[config.mk]
export PLATFORM = sky130hd
export DESIGN_NAME = multi_pin_deferred_debouncer_top
export DESIGN_NICKNAME = d
export VERILOG_FILES = /design/src/rtl/mpdd_pkg.sv /design/src/rtl/mpdd_cell.sv /design/src/rtl/multi_pin_deferred_debouncer_top.sv
export SDC_FILE = /design/constraint.sdc
export NUM_CORES = 1
export LEC_CHECK = 0
export BUFFER_PORTS_ARGS = -buffer_cell sky130_fd_sc_hd__buf_2
export CORE_ASPECT_RATIO = 1.25
export CORE_UTILIZATION = 35
export DETAILED_ROUTE_END_ITERATION = 6
export PLACE_DENSITY = 0.59
export SETUP_SLACK_MARGIN = 0.15
export SYNTH_ARGS = -nofsm -noshare
export SYNTH_HDL_FRONTEND = slang
export SYNTH_SLANG_ARGS = --single-unit
[constraint.sdc]
create_clock -name clk_i -period 8.7 [get_ports clk_i]
set_clock_uncertainty 0.1 [all_clocks]
set_input_delay 2.175 -clock clk_i [delete_from_list [all_inputs] [get_ports clk_i]]
set_output_delay 2.175 -clock clk_i [all_outputs]
set_load 0.005 [all_outputs]
[src/rtl/mpdd_pkg.sv]
`timescale 1ns / 1ps

package mpdd_pkg;

  localparam int NUM_PINS = 16;
  localparam int PIN_W    = 4;
  localparam int TIME_W   = 32;
  localparam int DEB_W    = 16;

  localparam logic [DEB_W-1:0] DEBOUNCE_RESET = 16'd20;

  // request op codes
  localparam logic [1:0] OP_EDGE  = 2'd0;
  localparam logic [1:0] OP_CHECK = 2'd1;
  localparam logic [1:0] OP_INIT  = 2'd2;

  // broadcast from the controller to every cell
  typedef struct packed {
    logic              arm;
    logic              init;
    logic              check;
    logic              value;
    logic [TIME_W-1:0] now;
    logic [TIME_W-1:0] deadline;
  } ctrl_t;

  // per cell status back to the controller
  typedef struct packed {
    logic hit;
    logic emit;
    logic level;
  } cell_st_t;

endpackage

[src/rtl/mpdd_cell.sv]
`timescale 1ns / 1ps

module mpdd_cell import mpdd_pkg::*; (
  input  logic     clk_i,
  input  logic     rst_ni,
  input  ctrl_t    ctrl_i,
  input  logic     sel_i,
  input  logic     level_i,
  input  logic     token_i,
  output logic     token_o,
  output cell_st_t stat_o
);

  logic              stable_q, stable_d;
  logic              active_q, active_d;
  logic              hit_q, hit_d;
  logic              token_q;
  logic              pval_q, pval_d;
  logic [TIME_W-1:0] deadline_q, deadline_d;
  logic [TIME_W-1:0] diff;
  logic              reached;
  logic              emit;

  assign diff    = ctrl_i.now - deadline_q;
  assign reached = ~diff[TIME_W-1];
  assign emit    = token_q & hit_q;

  always_comb begin
    stable_d   = stable_q;
    active_d   = active_q;
    hit_d      = hit_q;
    pval_d     = pval_q;
    deadline_d = deadline_q;
    if (ctrl_i.arm && sel_i) begin
      active_d   = 1'b1;
      pval_d     = ctrl_i.value;
      deadline_d = ctrl_i.deadline;
    end
    if (ctrl_i.init && sel_i) begin
      stable_d = ctrl_i.value;
    end
    if (ctrl_i.check) begin
      hit_d = 1'b0;
      if (active_q && reached) begin
        active_d = 1'b0;
        hit_d    = (level_i == pval_q) && (stable_q != level_i);
      end
    end
    // confirmed change leaves when the scan token passes
    if (emit) begin
      stable_d = pval_q;
      hit_d    = 1'b0;
    end
  end

  always_ff @(posedge clk_i or negedge rst_ni) begin
    if (!rst_ni) begin
      stable_q <= 1'b1;
      active_q <= 1'b0;
      hit_q    <= 1'b0;
      token_q  <= 1'b0;
    end else begin
      stable_q <= stable_d;
      active_q <= active_d;
      hit_q    <= hit_d;
      token_q  <= token_i;
    end
  end

  always_ff @(posedge clk_i) begin
    pval_q     <= pval_d;
    deadline_q <= deadline_d;
  end

  assign token_o = token_q;
  assign stat_o  = '{hit: hit_q, emit: emit, level: pval_q};

endmodule

[src/rtl/multi_pin_deferred_debouncer_top.sv]
`timescale 1ns / 1ps

// deferred confirmation debouncer for a row of input pins
// request channel: start / busy; a request is taken when start is high and
//   busy is low; op selects edge (arm a pin), check (scan deadlines) or init
// edge request: no result; the pin's entry is armed with a
//   deadline of now_ms plus debounce_ms
// init request: with notify set the pin and level show on the
//   result ports in the next cycle with last set
// check request: a scan token walks the cell chain one pin per cycle; busy
//   stays high while the token is in the chain, so the next request waits for
//   the scan to finish; results leave in pin order, at most one per cycle,
//   through the output register, the final one with last set
// results: strobe_o marks one cycle per result; the receiver cannot stall,
//   so nothing is buffered beyond the output register
// config: cfg_valid_i / cfg_ready_o writes debounce_ms; ready is always high,
//   write only while idle
// reset: stable levels all ones, no pin armed, debounce_ms 20, no result
module multi_pin_deferred_debouncer_top import mpdd_pkg::*; (
  input  logic              clk_i,
  input  logic              rst_ni,
  // request channel
  input  logic              start,
  output logic              busy,
  input  logic [1:0]        op_i,
  input  logic signed [4:0] pin_i,
  input  logic              value_i,
  input  logic              notify_i,
  input  logic [TIME_W-1:0] now_ms_i,
  input  logic [15:0]       current_levels_i,
  // result channel
  output logic              strobe_o,
  output logic [PIN_W-1:0]  changed_pin_o,
  output logic              level_o,
  output logic              last_o,
  // configuration
  input  logic              cfg_valid_i,
  output logic              cfg_ready_o,
  input  logic [DEB_W-1:0]  cfg_data_i
);

  logic [DEB_W-1:0]    debounce_q;
  logic                accept;
  logic                pin_ok;
  logic [NUM_PINS-1:0] sel;
  ctrl_t               ctrl;
  logic [NUM_PINS-1:0] token_in, token_out;
  cell_st_t            stat [NUM_PINS];
  logic [NUM_PINS-1:0] hit_vec, emit_vec;
  logic                emit_any;
  logic [PIN_W-1:0]    emit_pin;
  logic                emit_level;
  logic                emit_last;

  logic                strobe_q, strobe_d;
  logic [PIN_W-1:0]    pin_q, pin_d;
  logic                level_q, level_d;
  logic                last_q, last_d;

  assign cfg_ready_o = 1'b1;
  assign accept      = start && !busy;

  // negative pins are ignored
  assign pin_ok = !pin_i[4] && ({1'b0, pin_i[3:0]} < 5'(NUM_PINS));

  always_comb begin
    sel = '0;
    if (pin_ok) begin
      sel[pin_i[3:0]] = 1'b1;
    end
  end

  assign ctrl.arm      = accept && (op_i == OP_EDGE) && pin_ok;
  assign ctrl.init     = accept && (op_i == OP_INIT) && pin_ok;
  assign ctrl.check    = accept && (op_i == OP_CHECK);
  assign ctrl.value    = value_i;
  assign ctrl.now      = now_ms_i;
  assign ctrl.deadline = now_ms_i + {{(TIME_W-DEB_W){1'b0}}, debounce_q};

  // scan token enters at pin 0 when a check is taken
  assign token_in[0] = ctrl.check;
  for (genvar g = 1; g < NUM_PINS; g++) begin : g_chain
    assign token_in[g] = token_out[g-1];
  end

  for (genvar g = 0; g < NUM_PINS; g++) begin : g_cell
    mpdd_cell u_cell (
      .clk_i   (clk_i),
      .rst_ni  (rst_ni),
      .ctrl_i  (ctrl),
      .sel_i   (sel[g]),
      .level_i (current_levels_i[g]),
      .token_i (token_in[g]),
      .token_o (token_out[g]),
      .stat_o  (stat[g])
    );
    assign hit_vec[g]  = stat[g].hit;
    assign emit_vec[g] = stat[g].emit;
  end

  assign busy = |token_out;

  // at most one cell holds the token, so at most one emits
  always_comb begin
    emit_pin   = '0;
    emit_level = 1'b0;
    for (int i = 0; i < NUM_PINS; i++) begin
      if (emit_vec[i]) begin
        emit_pin   = PIN_W'(i);
        emit_level = stat[i].level;
      end
    end
  end

  assign emit_any = |emit_vec;
  // final result when no confirmed change waits further up the chain
  assign emit_last = ((hit_vec & ~token_out) == '0);

  always_comb begin
    strobe_d = 1'b0;
    pin_d    = pin_q;
    level_d  = level_q;
    last_d   = last_q;
    if (emit_any) begin
      strobe_d = 1'b1;
      pin_d    = emit_pin;
      level_d  = emit_level;
      last_d   = emit_last;
    end else if (ctrl.init && notify_i) begin
      strobe_d = 1'b1;
      pin_d    = pin_i[3:0];
      level_d  = value_i;
      last_d   = 1'b1;
    end
  end

  always_ff @(posedge clk_i or negedge rst_ni) begin
    if (!rst_ni) begin
      debounce_q <= DEBOUNCE_RESET;
      strobe_q   <= 1'b0;
    end else begin
      strobe_q <= strobe_d;
      if (cfg_valid_i && cfg_ready_o) begin
        debounce_q <= cfg_data_i;
      end
    end
  end

  always_ff @(posedge clk_i) begin
    pin_q   <= pin_d;
    level_q <= level_d;
    last_q  <= last_d;
  end

  assign strobe_o      = strobe_q;
  assign changed_pin_o = pin_q;
  assign level_o       = level_q;
  assign last_o        = last_q;

  // scan token is never duplicated
  a_token_onehot: assert property (@(posedge clk_i) disable iff (!rst_ni)
    $onehot0(token_out))
    else $error("scan token duplicated");

  // a result that is not final means the scan is still running
  a_more_follow: assert property (@(posedge clk_i) disable iff (!rst_ni)
    (strobe_o && !last_o) |-> busy)
    else $error("non-final result with no scan in flight");

  // a taken check starts the scan in the next cycle
  a_check_starts: assert property (@(posedge clk_i) disable iff (!rst_ni)
    (start && !busy && (op_i == OP_CHECK)) |=> busy)
    else $error("check request did not start scan");

  // hits only appear at the start of a scan
  a_hit_source: assert property (@(posedge clk_i) disable iff (!rst_ni)
    (!ctrl.check && (hit_vec == '0)) |=> (hit_vec == '0))
    else $error("hit set outside a check");

endmodule
==> key figures, run 1 <==
Logic synthesis
  • YS warnings: 0
  • Netlist Area Pre-Place: 33600 µm²
  • Syn avg cell area: 11.7 µm²
  • Post-synthesis sequential area ratio: 53.8%
  • Synth Register Bits: 615
  • Post-synth top flop: edfxtp_1
  • EDFF count, synth: 534
  • Async SR Flop Fraction: 13.2%
  • Syn Inst Count: 2873
  • Syn Nets: 3447
  • Yosys cell types: 70

GRT
  • All-Layer GR Usage: 19.0%
  • Grt met2 use: 34.1%
  • First-pass GRT wire length: 137 mm
  • Vias in the first global route: 22300
  • M3 GR Usage: 2.13%
  • Largest net degree at the start of global routing: 50
  • GR peak layer: met2
  • Met1 GRT Util: 23.3%
  • Overflow after GRT: 0
  • Initial antenna violation count: 3

Pwr
  • Pwr dens: 184 nW/µm²
  • Combinational share of power: 10.3%
  • NetSw: 1.74 mW
  • Flop pwr share: 47.9%
  • Clk network pwr share: 41.8%
  • Worst ir drop on vdd: 0.165 mV
  • Leakage: 16.9 nW
  • Internal power: 5.33 mW
  • Sw Ratio: 24.6%

Worst hold path
  • Endpoint of the worst hold path: g_cell[5].u_cell.token_o
  • Hold path depth: 0
  • Worst Hold Class: reg2reg
  • Hold Path Origin: g_cell[4].u_cell.token_o

STA
  • Setup-failing EPs final: 0
  • Worst rel slew slack: 15.3%
  • Worst hold slack: 334 ps
  • Period Utilization, post-route: 69.6%
  • RSZ-0062 raised after global routing: false
  • Worst setup margin: 2640 ps
  • Min cycle time layout: 6060 ps
  • Fmax: 0.165 GHz
  • Fin. Hold Viols: 0
  • Final setup TNS: 0 ps
  • Max Transition Viols Final: 0
  • Slew @ Worst Pin: 1270 ps

Placement
  • Placed cell count: 4260
  • DP Area: 36100 µm²
  • Gpl congestion: 0.868
  • Detailed-placement wirelength estimate: 62.9 mm
  • Pre-CTS WS: 1930 ps
  • I/O Buffers: 84

Final layout
  • Post-route design area: 38400 µm²
  • Final net count: 3627
  • Fin cells: 4389
  • Inserted Diodes: 0
  • Layout cells sized above 1: 9.84%
  • # fillers: 9185
  • Area Overhead vs Synth: 14.0%

CTS
  • Number of CTS-inserted buffers: 71
  • CTS sink cnt: 615
  • Clk buf depth: 3
  • Number of buffers added for setup after CTS: 0
  • Post-cts repair resize count: 0
  • CTS tree: done
  • CTS Hold Bufs: 0
  • Clk slew on worst S/H paths: 60 ps
  • Root Buffer: clkbuf_16
  • Clk Latency, worst-skew pair: 620 ps
  • Htree depth: 3

Routing
  • Vias post-DR: 22300
  • Routed Antenna Nets: 0
  • DR iter-0 viols: 1442
  • Vias/cell: 5.07
  • Drt wl/cell: 20.7 µm
  • WL final: 90.8 mm
  • 1st-pass router iterations: 7
  • Number of remaining DRC errors: 0

Critical path
  • Internal reg-to-reg setup slack: 4140 ps
  • Required time of the worst setup path: 8830 ps
  • Data arrival time of the worst path: 6190 ps
  • Critical Path Start Type: primary input
  • Worst Reg2Reg Path Length in Cells: 9
  • Crit. End Element: register
  • Crit path max fanout: 17
  • Crit Path Class: in2reg
  • Critical R2R Launch: debounce_q[2]
  • FF-to-FF End: g_cell[14].u_cell.deadline_q[28]

Floorplan
  • Die outline width: 279 µm
  • Top Ports: 86
  • Die Ht: 349 µm
  • Core area: 94900 µm²
  • Core Rows: 126
  • Die ar.: 97400 µm²
  • Initial Utilization: 35.4%

Status
  • Outcome: complete, no violations

Run
  • Number of max-cap violations: 0
[through the flow]
stage / total power, mW / util [%]
6_report: 7.06 / 40.4
5_1_grt: 7.33 / 40.4
4_1_cts: 7.13 / 40.4
3_5_place_dp: 4.18 / 38.0
3_3_place_gp: 4.17 / 38.0
2_1_floorplan: 3.82 / -
[layout by cell type, fill, tap and decap left out, drive strengths merged, types with 18 or more instances in the layout]
| cell type | n |
|---|---|
| a211oi | 37 |
| a21o | 97 |
| a21oi | 159 |
| a31oi | 25 |
| and3 | 25 |
| buf | 124 |
| clkbuf | 89 |
| clkinv | 30 |
| dfrtp | 63 |
| dfstp | 18 |
| edfxtp | 534 |
| ha | 496 |
| inv | 501 |
| nand2 | 166 |
| nand2b | 25 |
| nand3 | 58 |
| nand4 | 64 |
| nor2 | 129 |
| nor2b | 29 |
| nor3 | 26 |
| nor4 | 32 |
| o211ai | 18 |
| o21ai | 117 |
| xnor2 | 41 |
[worst max-delay path by stage]
stage / startpoint / endpoint / cells past startpoint
detailed placement: now_ms_i[2] / g_cell[13].u_cell.deadline_q[30] / 10
floorplan: op_i[1] / g_cell[8].u_cell.deadline_q[0] / 4
CTS: now_ms_i[2] / g_cell[14].u_cell.deadline_q[28] / 10
global route: now_ms_i[2] / g_cell[8].u_cell.deadline_q[30] / 10
global placement: now_ms_i[2] / g_cell[14].u_cell.deadline_q[28] / 10
finish: now_ms_i[2] / g_cell[14].u_cell.deadline_q[28] / 10
[worst max-delay path, stage by stage]
cell and delay, ps:
buf_2 370, ha_1 370, nor2b_1 170, o31a_1 300, o41ai_1 680, a21o_1 220
nand2_1 170, a41oi_1 610, nor2_1 120, xor2_1 1000
[synthesized netlist by cell type, drive strengths merged (5+ instances only)]
cell type  instances  area [µm²]
a2111oi           10        87.6
a31o              12         105
o21bai             7        52.6
nor4              32         206
dfstp             18         473
nor2b             29         184
xnor2             41         359
xor2              16         140
or3                5        31.3
o31ai             13        97.6
o211ai            18         135
inv              497        1870
edfxtp           534       16000
nor3              26         135
dfrtp             63        1580
o21ai            117         586
ha               496        6210
a21o              97         728
a21oi            159         796
mux2i             17         170
o21a              14         105
and3              25         156
a211oi            37         278
a31oi             25         156
buf                8        41.3
nand2            166         623
clkbuf             9        33.8
a22o               5        43.8
and2              13        81.3
nand3             58         290
a211o              6        52.6
o31a               5        43.8
a221oi             5        43.8
and4               5        43.8
nor2             129         487
o221ai             7        61.3
mux2              16         180
nand2b            25         156
nand4             64         400
[layer usage]
metal  wire, µm  vias to the layer above
met5         27                        -
met4       3200                        4
met3       3760                      156
met2      45900                      507
met1      38000                    10800
li1           -                    10800
[registers in the layout, indices dropped and copies added (netlist names)]
name and count:
strobe_o 1, g_cell.u_cell.pval_q 16, g_cell.u_cell.token_o 16, level_o 1, debounce_q 16, last_o 1, g_cell.u_cell.hit_q 16, g_cell.u_cell.active_q 16
changed_pin_o 4, g_cell.u_cell.stable_q 16, g_cell.u_cell.deadline_q 512
[power groups by stage]
stage | sequential, mW | clock, mW | combinational, mW
3_3_place_gp | 3.44 | 0 | 0.726
6_report | 3.38 | 2.96 | 0.726
4_1_cts | 3.38 | 3.01 | 0.739
5_1_grt | 3.39 | 3.13 | 0.814
3_5_place_dp | 3.44 | 0 | 0.735
2_1_floorplan | 3.43 | 0 | 0.386
[cell type report]
| class | count | area, µm² | share of cell area (%) |
|---|---|---|---|
| Multi-Input combinational cell | 1743 | 13800 | 36.0 |
| Inverter | 498 | 1870 | 4.87 |
| Sequential cell | 615 | 18100 | 47.2 |
| Timing Repair Buffer | 124 | 723 | 1.89 |
| Tap cell | 1280 | 1600 | 4.18 |
| Clock inverter | 40 | 359 | 0.936 |
| Clock buffer | 89 | 1920 | 5.00 |
[cells by family after synthesis]
group                      after synthesis  synth area share (%)
DFF                                    615                  53.8
and+or+nand+nor                        589                  8.62
AOI/OAI and AO/OA                      566                  10.8
buffers and inverters                  515                  5.78
adders and majority gates              497                  18.5
xor gates and xnor gates                57                  1.48
muxes                                   33                  1.04
other                                    1                0.0111
Power figures use the tool's default switching activity.
==> inputs of run 2 (changes only) <==
Settings changed: ABC_AREA from default to 1.
Clock period 8.7 ns to 6.3 ns, I/O delays scaled along.
==> run 2 against run 1 <==
Die area rose by 0.69%. Critical path type unchanged. Sequential share of layout area fell by 0.38 points. Synthesized cell count rose by 11%. First-iteration DRC count rose by 11%. Via count rose by 3.2%.
==> key figures, run 2 <==
Routing
  • Drt wl/cell: 19.3 µm
  • DR iter-0 viols: 1603
  • Number of remaining DRC errors: 0
  • 1st-pass router iterations: 6
  • WL final: 91.5 mm
  • Vias/cell: 4.85
  • Routed Antenna Nets: 0
  • Vias post-DR: 23000

Logic synthesis
  • Async SR Flop Fraction: 13.2%
  • Area share of the largest cell type after synthesis: 47.3%
  • Post-synthesis sequential area ratio: 53.4%
  • Top cells by area, synth: edfxtp_1 (47%), ha_1 (18%), inv_1 (7.8%)
  • Syn Inst Count: 3192
  • YS warnings: 0
  • Netlist Area Pre-Place: 33900 µm²
  • Syn Nets: 3766
  • Post-synth top flop: edfxtp_1
  • Cell with the most instances after synthesis: inv_1
  • Syn avg cell area: 10.6 µm²
  • Synth Register Bits: 615
  • Yosys cell types: 45
  • Post-synth top area cell: edfxtp_1
  • Top cells by count, synth: inv_1 (706), edfxtp_1 (534), ha_1 (496), nand2_1 (398), a21oi_1 (316)
  • EDFF count, synth: 534

Final layout
  • Inserted Diodes: 0
  • Layout cells sized above 1: 8.80%
  • Fin cells: 4735
  • Largest register FFs: 512
  • # fillers: 9331
  • Most frequent cells in the layout: inv_1 (706), edfxtp_1 (534), ha_1 (496)
  • Final Core Density: 40.3%
  • Most common cell after layout, fill and taps aside: inv_1
  • Area Overhead vs Synth: 14.1%
  • Largest Register: g_cell.u_cell.deadline_q
  • Final net count: 3964

STA
  • RSZ-0062 raised after global routing: false
  • Min cycle time layout: 4410 ps
  • Slew @ Worst Pin: 1300 ps
  • Final setup TNS: 0 ps
  • Period Utilization, post-route: 70.0%
  • Setup-failing EPs final: 0
  • Fmax: 0.227 GHz
  • Max Transition Viols Final: 0
  • Worst rel slew slack: 12.8%
  • Fin. Hold Viols: 0

Critical path
  • Bufs and invs on worst path: 2
  • Crit. End Element: register
  • Crit path max-delay cell type: xor2_1
  • Critical Path Start Type: primary input
  • Crit path max fanout: 16
  • CP startpoint: now_ms_i[0]
  • Family with the most delay on the worst path: XOR/XNOR gates
  • Internal reg-to-reg setup slack: 2210 ps
  • Required time of the worst setup path: 6450 ps
  • Worst path max stage delay: 910 ps
  • Top cell by count, worst path: o21ai_2
  • FF-to-FF End: g_cell[14].u_cell.deadline_q[1]
  • Cell Chain, Critical Path: buf_2 -> ha_1 -> inv_1 -> fa_1 -> o21ai_2 -> a21oi_1 -> o21ai_2 -> nand3_1 -> nand2_1 -> nand3_2 -> nor2_1 -> xor2_1
  • Data arrival time of the worst path: 4560 ps
  • Crit Path Class: in2reg
  • Critical R2R Launch: g_cell[1].u_cell.token_o
  • Worst Reg2Reg Path Length in Cells: 6

Floorplan
  • Die Ht: 350 µm
  • Core area: 96000 µm²
  • Initial Utilization: 35.3%
  • Die outline width: 280 µm
  • Core Rows: 127
  • Die ar.: 98000 µm²
  • Top Ports: 86

Pwr
  • Power Total: 9.80 mW
  • Pwr dens: 253 nW/µm²
  • Leakage: 17.5 nW
  • Worst ir drop on vdd: 0.164 mV

CTS
  • Htree depth: 3
  • CTS Hold Bufs: 0
  • Clk slew on worst S/H paths: 60 ps
  • CTS tree: done
  • CTS sink cnt: 615
  • Clk buf depth: 3
  • Number of buffers added for setup after CTS: 0
  • Clk Latency, worst-skew pair: 610 ps
  • Post-cts repair resize count: 0
  • Root Buffer: clkbuf_16
  • Number of CTS-inserted buffers: 71

GRT
  • Initial antenna violation count: 4
  • Vias in the first global route: 22500
  • First-pass GRT wire length: 138 mm
  • Largest net degree at the start of global routing: 50
  • Overflow after GRT: 0
  • All-Layer GR Usage: 19.0%

Worst hold path
  • Hold path depth: 0
  • Hold Path Origin: g_cell[0].u_cell.token_o
  • Worst Hold Class: reg2reg
  • Endpoint of the worst hold path: g_cell[1].u_cell.token_o

Run
  • Number of max-cap violations: 0

Placement
  • Gpl congestion: 0.913
  • Placed cell count: 4606
  • I/O Buffers: 84
  • Detailed-placement wirelength estimate: 67.3 mm

Status
  • Outcome: complete, no violations
==> run 2: cell types whose count changed after synthesis, moves of 21 or more <==
| cell | change |
|---|---|
| a21oi_1 | +157 |
| a211oi_1 | -33 |
| nor4_1 | -21 |
| xnor2_1 | -23 |
| a21o_1 | -91 |
| nor3_1 | +21 |
| nand2b_1 | -25 |
| and3_1 | -25 |
| nor2b_1 | -28 |
| inv_1 | +209 |
| nand2_1 | +232 |
| nand3_1 | +32 |
==> run 2: final cells by class <==
class	instances	area, µm²	area share (%)
repair buffers	137	846	2.19
flip-flops and latches	615	18100	46.8
multi-input cells	1857	13200	34.1
clock buffers	97	2000	5.17
clock inverters	31	280	0.725
inverters	708	2660	6.87
well taps	1290	1610	4.17
==> run 2: where the power goes <==
part	internal, mW	leakage (nW)	switching [mW]	total, mW
logic	0.303	10.6	0.712	1.01
registers	4.65	5.83	0.0399	4.69
clock network	2.43	1.11	1.66	4.09
total	7.38	17.5	2.41	9.80
==> run 2: worst max path at each step <==
stage | cells after the start | slack (ps) | endpoint
floorplan | 3 | 1310 | g_cell[10].u_cell.deadline_q[0]
CTS | 13 | 1610 | g_cell[2].u_cell.deadline_q[30]
global placement | 13 | 1010 | g_cell[6].u_cell.deadline_q[30]
finish | 12 | 1890 | g_cell[4].u_cell.deadline_q[24]
global route | 12 | 1700 | g_cell[14].u_cell.deadline_q[24]
detailed placement | 13 | 980 | g_cell[6].u_cell.deadline_q[30]
==> run 2: cells by family (layout without fill, tap and decap cells) <==
logic type / count (synthesis) / count (layout) / synth area share (%)
adder cells (fa/ha/maj): 497 / 497 / 18.4
multiplexers: 15 / 15 / 0.499
AO/OA/AOI/OAI: 552 / 552 / 9.06
other: 1 / 1 / 0.0111
flip-flops: 615 / 615 / 53.4
buffers and inverters: 720 / 973 / 8.03
XOR/XNOR: 44 / 44 / 1.14
AND/OR/NAND/NOR: 748 / 748 / 9.51
==> run 2: per-layer routing <==
layer | share of wire (%) | vias to the layer above | track usage [%]
li1 | - | 11300 | -
met1 | 42 | 11000 | 23.6
met2 | 49 | 507 | 32.9
met3 | 4.5 | 152 | 2.50
met4 | 4.2 | 8 | 8.12
met5 | 0.055 | - | 0
==> run 2: per-stage QoR <==
stage,area (µm²),setup WS (ps),hold WS [ps]
final,38700,1890,327
after global placement,36400,1010,312
after CTS,38700,1610,325
after global routing,38700,1700,338
after detailed placement,36400,979,314
after floorplan,33900,1310,294
